<file path="src/rtl/core/alct_pkg.sv">
// Package for the alarm clock timekeeper: beat payload types, mode bit
// positions, button and encoder codes, and time limits.
// No dependencies; every other file in rtl/core uses this package.
`default_nettype none

package alct_pkg;

    // Input beat: one timer tick with its button pulses and encoder event.
    typedef struct packed {
        logic [7:0] button_presses;
        logic [2:0] encoder_event;
    } in_t;

    // Result beat: the clock and alarm state after the tick.
    typedef struct packed {
        logic [4:0] hours;
        logic [5:0] minutes;
        logic [5:0] seconds;
        logic       colon_lit;
        logic [3:0] mode_bits;
        logic [4:0] alarm_hours;
        logic [5:0] alarm_minutes;
    } out_t;

    // Positions of the bits in mode_bits.
    localparam int unsigned MODE_ARMED     = 0;
    localparam int unsigned MODE_SNOOZING  = 1;
    localparam int unsigned MODE_TIME_SET  = 2;
    localparam int unsigned MODE_ALARM_SET = 3;

    // Single-button press patterns that act.
    localparam logic [7:0] BTN_ALARM_SET = 8'h01;
    localparam logic [7:0] BTN_ARMED     = 8'h02;
    localparam logic [7:0] BTN_SNOOZING  = 8'h04;
    localparam logic [7:0] BTN_TIME_SET  = 8'h08;

    // Encoder event codes.
    localparam logic [2:0] ENC_NONE        = 3'd0;
    localparam logic [2:0] ENC_HOUR_DOWN   = 3'd1;
    localparam logic [2:0] ENC_HOUR_UP     = 3'd2;
    localparam logic [2:0] ENC_MINUTE_DOWN = 3'd3;
    localparam logic [2:0] ENC_MINUTE_UP   = 3'd4;

    // Time limits.
    localparam logic [5:0] SECONDS_PER_MINUTE = 6'd60;
    localparam logic [5:0] MINUTES_PER_HOUR   = 6'd60;
    localparam logic [4:0] HOURS_PER_DAY      = 5'd24;
    localparam logic [4:0] HOUR_TOP           = 5'd23;
    localparam logic [5:0] MINUTE_TOP         = 6'd59;

    // Prescaler.
    localparam int unsigned  TPS_WIDTH = 16;
    localparam logic [15:0]  TPS_RESET = 16'd512;

endpackage

`default_nettype wire

</file>
<file path="src/rtl/core/alarm_clock_timekeeper.sv">
// Top level of the alarm clock timekeeper: input register, clock and alarm
// state, result register and the ticks_per_second register.
// Depends on alct_pkg and alct_step.
//
// Usage. Each input beat on in_valid/in_ready/in_data is one timer tick
// carrying debounced button pulses and an encoder event. Each tick yields
// exactly one result beat on out_valid/out_ready/out_data holding hours,
// minutes, seconds, colon, mode bits and the alarm setting as they stand
// after that tick.
// The tick is captured in the input register, and the step logic's result is
// then loaded into the state and the result register together. Throughput is
// one tick per cycle while the receiver takes each result; the state update is
// a single pass of counter logic.
// When the receiver stalls, the result register holds its beat, the input
// register holds one more tick, and in_ready drops only once both are full;
// no tick is lost or processed twice.
// Reset clears the time, alarm, mode bits and prescaler to zero, sets
// ticks_per_second to 512 and empties both registers. cfg_we writes
// ticks_per_second; write it only while no tick is in flight.
`default_nettype none

module alarm_clock_timekeeper (
    input  wire logic                               clk,
    input  wire logic                               rst_n,
    input  wire logic                               in_valid,
    output logic                                    in_ready,
    input  wire alct_pkg::in_t                      in_data,
    output logic                                    out_valid,
    input  wire logic                               out_ready,
    output alct_pkg::out_t                          out_data,
    input  wire logic                               cfg_we,
    input  wire logic [alct_pkg::TPS_WIDTH-1:0]     cfg_wdata
);

    // Configuration.
    logic [alct_pkg::TPS_WIDTH-1:0] tps_reg;

    // Input register.
    logic           in_valid_reg;
    alct_pkg::in_t  in_data_reg;

    // Architectural state: time, mode and alarm plus the prescaler count.
    alct_pkg::out_t                 state_reg;
    alct_pkg::out_t                 state_next;
    logic [alct_pkg::TPS_WIDTH-1:0] count_reg;
    logic [alct_pkg::TPS_WIDTH-1:0] count_next;

    // Result register.
    logic           out_valid_reg;
    alct_pkg::out_t out_data_reg;

    // A tick is processed when it sits in the input register and the result
    // register is empty or is being emptied in this cycle.
    logic advance;

    assign advance  = in_valid_reg && (!out_valid_reg || out_ready);
    assign in_ready = !in_valid_reg || advance;

    alct_step u_step (
        .cur_state        (state_reg),
        .cur_count        (count_reg),
        .ticks_per_second (tps_reg),
        .item             (in_data_reg),
        .next_state       (state_next),
        .next_count       (count_next)
    );

    always_ff @(posedge clk or negedge rst_n)
    begin
        if (!rst_n)
        begin
            tps_reg <= alct_pkg::TPS_RESET;
        end
        else if (cfg_we)
        begin
            tps_reg <= cfg_wdata;
        end
    end

    // Input register control.
    always_ff @(posedge clk or negedge rst_n)
    begin
        if (!rst_n)
        begin
            in_valid_reg <= 1'b0;
        end
        else if (in_ready)
        begin
            in_valid_reg <= in_valid;
        end
    end

    always_ff @(posedge clk)
    begin
        if (in_valid && in_ready)
        begin
            in_data_reg <= in_data;
        end
    end

    // State moves only when a tick is processed.
    always_ff @(posedge clk or negedge rst_n)
    begin
        if (!rst_n)
        begin
            state_reg <= '0;
            count_reg <= '0;
        end
        else if (advance)
        begin
            state_reg <= state_next;
            count_reg <= count_next;
        end
    end

    // Result register control.
    always_ff @(posedge clk or negedge rst_n)
    begin
        if (!rst_n)
        begin
            out_valid_reg <= 1'b0;
        end
        else if (advance)
        begin
            out_valid_reg <= 1'b1;
        end
        else if (out_ready)
        begin
            out_valid_reg <= 1'b0;
        end
    end

    always_ff @(posedge clk)
    begin
        if (advance)
        begin
            out_data_reg <= state_next;
        end
    end

    assign out_valid = out_valid_reg;
    assign out_data  = out_data_reg;

endmodule

`default_nettype wire

</file>
<file path="src/rtl/core/alct_step.sv">
// Next-state logic for one tick of the alarm clock timekeeper: prescaler,
// time rollover, mode button toggles and encoder adjustment.
// Depends on alct_pkg.
`default_nettype none

module alct_step (
    input  wire alct_pkg::out_t                   cur_state,
    input  wire logic [alct_pkg::TPS_WIDTH-1:0]   cur_count,
    input  wire logic [alct_pkg::TPS_WIDTH-1:0]   ticks_per_second,
    input  wire alct_pkg::in_t                    item,
    output alct_pkg::out_t                        next_state,
    output logic [alct_pkg::TPS_WIDTH-1:0]        next_count
);

    alct_pkg::out_t s;
    logic [alct_pkg::TPS_WIDTH-1:0] cnt;
    logic       target_clock;
    logic       target_alarm;
    logic [4:0] h;
    logic [5:0] m;

    always_comb
    begin
        s   = cur_state;
        cnt = cur_count;

        // Prescaler and rollover run only while time-set mode is off.
        if (!cur_state.mode_bits[alct_pkg::MODE_TIME_SET])
        begin
            cnt = cur_count + {{(alct_pkg::TPS_WIDTH-1){1'b0}}, 1'b1};
            // A rate of zero makes every tick a second, as does a count
            // left above a newly lowered rate.
            if (cnt >= ticks_per_second)
            begin
                cnt         = '0;
                s.seconds   = s.seconds + 6'd1;
                s.colon_lit = ~s.colon_lit;
            end
            if (s.seconds >= alct_pkg::SECONDS_PER_MINUTE)
            begin
                s.seconds = '0;
                s.minutes = s.minutes + 6'd1;
            end
            if (s.minutes >= alct_pkg::MINUTES_PER_HOUR)
            begin
                s.minutes = '0;
                s.hours   = s.hours + 5'd1;
            end
            if (s.hours >= alct_pkg::HOURS_PER_DAY)
            begin
                s.hours = '0;
            end
        end

        // Only a press of exactly one of the four low buttons acts.
        unique case (item.button_presses)
            alct_pkg::BTN_ALARM_SET:
                s.mode_bits[alct_pkg::MODE_ALARM_SET] = ~s.mode_bits[alct_pkg::MODE_ALARM_SET];
            alct_pkg::BTN_ARMED:
                s.mode_bits[alct_pkg::MODE_ARMED] = ~s.mode_bits[alct_pkg::MODE_ARMED];
            alct_pkg::BTN_SNOOZING:
                s.mode_bits[alct_pkg::MODE_SNOOZING] = ~s.mode_bits[alct_pkg::MODE_SNOOZING];
            alct_pkg::BTN_TIME_SET:
                s.mode_bits[alct_pkg::MODE_TIME_SET] = ~s.mode_bits[alct_pkg::MODE_TIME_SET];
            default:
                ;
        endcase

        // The encoder sees the mode after this tick's button update. Time-set
        // mode wins over alarm-set mode.
        target_clock = s.mode_bits[alct_pkg::MODE_TIME_SET];
        target_alarm = !target_clock && s.mode_bits[alct_pkg::MODE_ALARM_SET];
        h = target_clock ? s.hours   : s.alarm_hours;
        m = target_clock ? s.minutes : s.alarm_minutes;

        unique case (item.encoder_event)
            alct_pkg::ENC_HOUR_DOWN:
                h = (h == 5'd0 || h > alct_pkg::HOUR_TOP) ? alct_pkg::HOUR_TOP : h - 5'd1;
            alct_pkg::ENC_HOUR_UP:
                h = (h >= alct_pkg::HOUR_TOP) ? 5'd0 : h + 5'd1;
            alct_pkg::ENC_MINUTE_DOWN:
                m = (m == 6'd0 || m > alct_pkg::MINUTE_TOP) ? alct_pkg::MINUTE_TOP : m - 6'd1;
            alct_pkg::ENC_MINUTE_UP:
                m = (m >= alct_pkg::MINUTE_TOP) ? 6'd0 : m + 6'd1;
            default:
                ;
        endcase

        if (target_clock)
        begin
            s.hours   = h;
            s.minutes = m;
        end
        else if (target_alarm)
        begin
            s.alarm_hours   = h;
            s.alarm_minutes = m;
        end

        next_state = s;
        next_count = cnt;
    end

endmodule

`default_nettype wire

</file>
<file path="config.mk">
export PLATFORM = sky130hd
export DESIGN_NAME = alarm_clock_timekeeper
export DESIGN_NICKNAME = d
export VERILOG_FILES = /design/src/rtl/core/alct_pkg.sv /design/src/rtl/core/alarm_clock_timekeeper.sv /design/src/rtl/core/alct_step.sv
export SDC_FILE = /design/constraint.sdc
export NUM_CORES = 1
export LEC_CHECK = 0
export ABC_CLOCK_PERIOD_IN_PS = 5530
export BUFFER_PORTS_ARGS = -buffer_cell sky130_fd_sc_hd__buf_2
export CORE_ASPECT_RATIO = 1.75
export CORE_MARGIN = 2
export CORE_UTILIZATION = 54
export CTS_CLUSTER_DIAMETER = 60
export DETAILED_ROUTE_END_ITERATION = 10
export PLACE_DENSITY = 0.77
export REMOVE_ABC_BUFFERS = 1
export SYNTH_ARGS = -nofsm -noshare
export SYNTH_HDL_FRONTEND = slang
export SYNTH_SLANG_ARGS = --single-unit
</file>
<file path="constraint.sdc">
create_clock -name clk -period 5.53 [get_ports clk]
set_input_delay 1.106 -clock clk [delete_from_list [all_inputs] [get_ports clk]]
set_output_delay 1.106 -clock clk [all_outputs]
set_load 0.02 [all_outputs]
</file>
Word-level counts from Yosys, hierarchy flattened
Index checks and enable logic that the tools add are counted.
{"block": "op_classes", "addsub": 8, "order_cmp": 8, "eq_ne": 8, "muxes": 26, "bitwise": 5, "reduce_logical": 14}
{"operator": "two-way mux 11 bit", "n": 5}
{"operator": "two-way mux 12 bit", "n": 2}
{"operator": "two-way mux 5 bit", "n": 4}
{"operator": "adder 6 x 1 -> 6 bit (second input constant)", "n": 3}
{"operator": "greater-or-equal comparator 6 bit (second input constant)", "n": 3}
{"operator": "two-way mux 18 bit", "n": 1}
{"operator": "two-way mux 6 bit", "n": 3}
{"operator": "adder 16 x 1 -> 16 bit (second input constant)", "n": 1}
{"operator": "greater-or-equal comparator 16 bit", "n": 1}
{"operator": "two-way mux 16 bit", "n": 1}
{"operator": "two-way mux 7 bit", "n": 2}
{"operator": "one-hot mux 6 bit (2 select lines)", "n": 1}
{"operator": "adder 5 x 1 -> 5 bit (second input constant)", "n": 2}
{"operator": "greater-or-equal comparator 5 bit (second input constant)", "n": 2}
{"operator": "one-hot mux 5 bit (2 select lines)", "n": 1}
{"operator": "equality test 8 x 1 -> 1 bit (second input constant)", "n": 1}
{"operator": "equality test 8 x 2 -> 1 bit (second input constant)", "n": 1}
{"operator": "equality test 8 x 3 -> 1 bit (second input constant)", "n": 1}
{"operator": "equality test 8 x 4 -> 1 bit (second input constant)", "n": 1}
{"operator": "equality test 3 x 2 -> 1 bit (second input constant)", "n": 2}
{"operator": "> comparator 6 bit (second input constant)", "n": 1}
{"operator": "logical NOT 6 bit", "n": 1}
{"operator": "two-way mux 1 bit", "n": 6}
{"operator": "subtractor 6 x 1 -> 6 bit (second input constant)", "n": 1}
{"operator": "other kinds (11)", "n": 22}
{"block": "totals", "register_bits": 111, "out_inout_bits": 35, "word_cells": 89}

Logic depth before layout (Yosys ltp)
{"block": "depth", "ltp_word": 20, "depth_mapped": 25}

Hierarchy
A second synthesis with hierarchy kept.
{"block": "hier_totals", "cells_unflattened": 770, "area_unflattened_um2": 7493.4}
{"module": "alarm_clock_timekeeper", "n_inst": 1, "cells_each": 190, "area_each_um2": 4036.4}
{"module": "alct_step", "n_inst": 1, "cells_each": 580, "area_each_um2": 3457.1}

Least setup slack after synthesis
Ideal clock, no wire load.
{"block": "synth_path", "path_type": "flip-flop to flip-flop", "from": "register count_reg[0] (netlist name)", "to": "register out_data_reg, in the netlist out_data[26], data pin", "setup_ps": 276, "arrival_ps": 5546, "required_ps": 5254, "setup_slack_ps": -292, "stages_incl_launch_ff": 26, "n_path_buf": 1, "period_less_slack_ps": 5822, "path_cell_list": "dfrtp_1 -> ha_1 -> and3_1 -> nand3_1 -> nor2_1 -> and3_1 -> nand3_1 -> xnor2_1 -> ha_1 -> nand4_2 -> or3_4 -> or4_4 -> and3_4 -> nor3_4 -> o22ai_2 -> buf_2 -> o31a_1 -> inv_1 -> ha_1 -> inv_1 -> a2111o_1 -> and2_1 -> a21oi_1 -> o21a_1 -> a21boi_0 -> a311oi_1"}
{"item": "start: declaration", "line_no": "alarm_clock_timekeeper.sv:45", "rtl": "logic [alct_pkg::TPS_WIDTH-1:0] count_reg;"}
{"item": "start signal: assignment", "line_no": "alarm_clock_timekeeper.sv:112", "rtl": "count_reg <= count_next;"}
{"item": "end signal: assignment", "line_no": "alarm_clock_timekeeper.sv:137", "rtl": "out_data_reg <= state_next;"}
{"item": "end: declaration", "line_no": "alarm_clock_timekeeper.sv:50", "rtl": "alct_pkg::out_t out_data_reg;"}

==> results.cfg <==
[worst_setup_path]
end_kind = flip-flop
reg2reg_depth = 23
crit_fanout = 7
critPathKind = reg -> reg
crit_path_start_kind = flip-flop
rr_startpoint = count_reg[1]
crit_required_ps = 5600
rr_endpoint = out_data[26]
rrSetupSlack_ps = -170
worst_ep_arrival_time_ps = 5770

[cts]
clockBufferDepth = 2
clk_pin_slew_ps = 70
cts_buffers = 9
clk_latency_ps = 350
cts_sinks = 111
cts_tree = yes
cts_root_buffer = clkbuf_16
htreeDepth = 3

[synth]
synthTopCellsByCount = nand2_1 (112), o21ai_0 (67), dfrtp_1 (66), nor2_1 (63), a21oi_1 (46)
ys.flop_type = dfrtp_1
synth_warnings = 0
synthCells = 790
yosysTopAreaCell = dfrtp_1
yosysSeqAreaShare = 0.422
yosysTopAreaCellShare = 0.232
synth_edf_count = 44
yosys-top-cells-area = dfrtp_1 (23%), edfxtp_1 (19%), nand2_1 (5.9%)
synth.most_common_cell = nand2_1
post_synth_num_cell_types = 83
syn_area_sq_um = 7100
async_reset_ff_frac = 0.604
syn_avg_cell_area_sq_um = 8.99
synth_seq_cells = 111

[hold_path]
hold_start = state_reg[11]
hp-class = reg -> reg
min_to = state_reg[11]
hold_path_depth = 1

[timing]
post-route-min-period_ps = 5700
fmax_mhz = 175
min_period_over_period = 1.03
rsz0062_at_grt = true
drv_slew = 0
worst_pin_slew_ps = 1160
finalWorstSetupSlack_ps = -170
clock_skew_ps = 9.34
hold_violations = 0
tns_ps = -1280
setup_viol = 20
slew-limit-headroom = 0.224

[routing]
vias = 7051
dr.pass1.iters = 5
drt-initial-drc-count = 551
final_antenna_net_count = 0
wl_per_cell_um = 19.7
wl_um = 22200
drc = 0
viasPerCell = 6.27

[die]
die_h_um = 156
die-area_sq_um = 14100
die_w_um = 90.7
floorplan.initialDensity = 0.552
ios = 67
core_sq_um = 12900
rows = 55

[global_route]
grt_antenna_before_repair = 0
grt_max_degree = 68
grt_overflow = 0
grt_pass1_vias = 6830
grt_pass1_wl_um = 33400
track_usage = 0.297

[cells_and_area]
multi_input_area_sq_um = 4430
layoutNonFillerInstCount = 1124
diodes = 0
fin_nets = 1005
fillers = 942
synthToLayoutAreaGrowth_pct = 30.8
seq_area_sq_um = 3000
layout-drive-gt1-share = 0.334

[pwr]
total_power_mw = 3.11
leakage_nw = 3.92
ir_drop_uv = 160
pwr_density_cell_nw_per_um2 = 335

[flow_run]
max_cap_violations = 0

[placed_design]
portBuffers = 66
dpl.hpwl_um = 15200
placed_cells = 1078
place_congestion = 0.966

[outcome]
violations = negative setup slack
status = finished, violations left
[cell usage in the layout (no fill, tap or decap), types with 5 or more instances in the layout]
master,count
nand4_1,5
dfrtp_1,66
a21oi_1,31
o31ai_1,12
edfxtp_1,44
nand2_1,110
a21oi_2,12
nor3_1,14
o21ai_0,64
nor2_1,58
nand3b_1,5
o31a_1,6
mux2_2,13
and2_1,10
buf_6,11
inv_1,29
a31oi_1,13
o21a_1,6
a21o_1,8
buf_4,107
clkbuf_16,9
xnor2_1,14
mux2i_1,9
nand3_1,27
and3_1,5
ha_1,20
and3_4,8
buf_2,66
nand2b_1,8
xor2_1,11
[cell type report]
cell class | instances | share of cell area
timing repair buffer | 184 | 0.135
clock buffer | 10 | 0.0246
sequential | 111 | 0.323
tap | 171 | 0.0230
multi-input combinational | 610 | 0.477
inverter | 32 | 0.0129
clock inverter | 6 | 0.00485
[worst max path at each step]
stage / start / to / slack (ps) / cells after the start
2_1_floorplan: count_reg[0] / out_data[29] / -270 / 22
5_1_grt: count_reg[0] / out_data[26] / -310 / 26
3_5_place_dp: count_reg[1] / out_data[10] / -250 / 22
6_report: count_reg[1] / out_data[26] / -170 / 23
3_3_place_gp: count_reg[7] / out_data[10] / -60 / 21
4_1_cts: count_reg[1] / state_reg[26] / 8 / 29
[what timing repair did]
action,CTS,global route
pin swaps,26,42
endpoints found under the setup margin,33,44
resized for setup,34,88
setup buffers,14,17
hold buffers,0,0
[through the flow]
| stage | setup WS (ps) | hold WS [ps] | utilization | instance area, sq um |
|---|---|---|---|---|
| finish | -170 | 502 | 0.722 | 9300 |
| global route | -314 | 518 | 0.722 | 9300 |
| CTS | 7.62 | 495 | 0.678 | 8720 |
| detailed placement | -251 | 481 | 0.635 | 8170 |
| global placement | -60.5 | 470 | 0.635 | 8170 |
| floorplan | -266 | 457 | - | 6960 |
[power breakdown]
group | internal, mW | total, mW | switching, mW
registers | 0.972 | 1.11 | 0.139
logic | 0.619 | 1.39 | 0.769
clock network | 0.310 | 0.613 | 0.303
[worst max-delay path: stages, from the launching register on]
cell and delay, ps:
dfrtp_1 420, ha_2 210, and3_4 200, nand3_4 90, nor2_4 130, and3_4 210, nand3_4 110, xnor2_4 180
ha_4 310, nand4_4 90, or3_4 410, or4_4 550, and3_4 210, nor3_4 230, o22ai_4 150, buf_6 190
o31a_1 350, buf_6 160, a2111o_1 440, and2_4 190, a21oi_2 150, o21a_1 180, a21boi_2 190, a311oi_2 60
[routing by layer]
metal | vias to the layer above | routed length (um) | global-route usage
li1 | 3226 | - | -
met1 | 3360 | 7810 | 0.311
met2 | 345 | 11700 | 0.552
met3 | 120 | 1060 | 0.0319
met4 | 0 | 1640 | 0.203
met5 | - | 0 | 0
[logic make-up after synthesis]
logic type | share of synthesized area
adder cells (fa/ha/maj) | 0.0440
XOR/XNOR | 0.0370
AND/OR/NAND/NOR | 0.199
multiplexers | 0.0386
flip-flops | 0.422
AO/OA/AOI/OAI | 0.223
buffers and inverters | 0.0368
(Power assumes the default switching activity.)
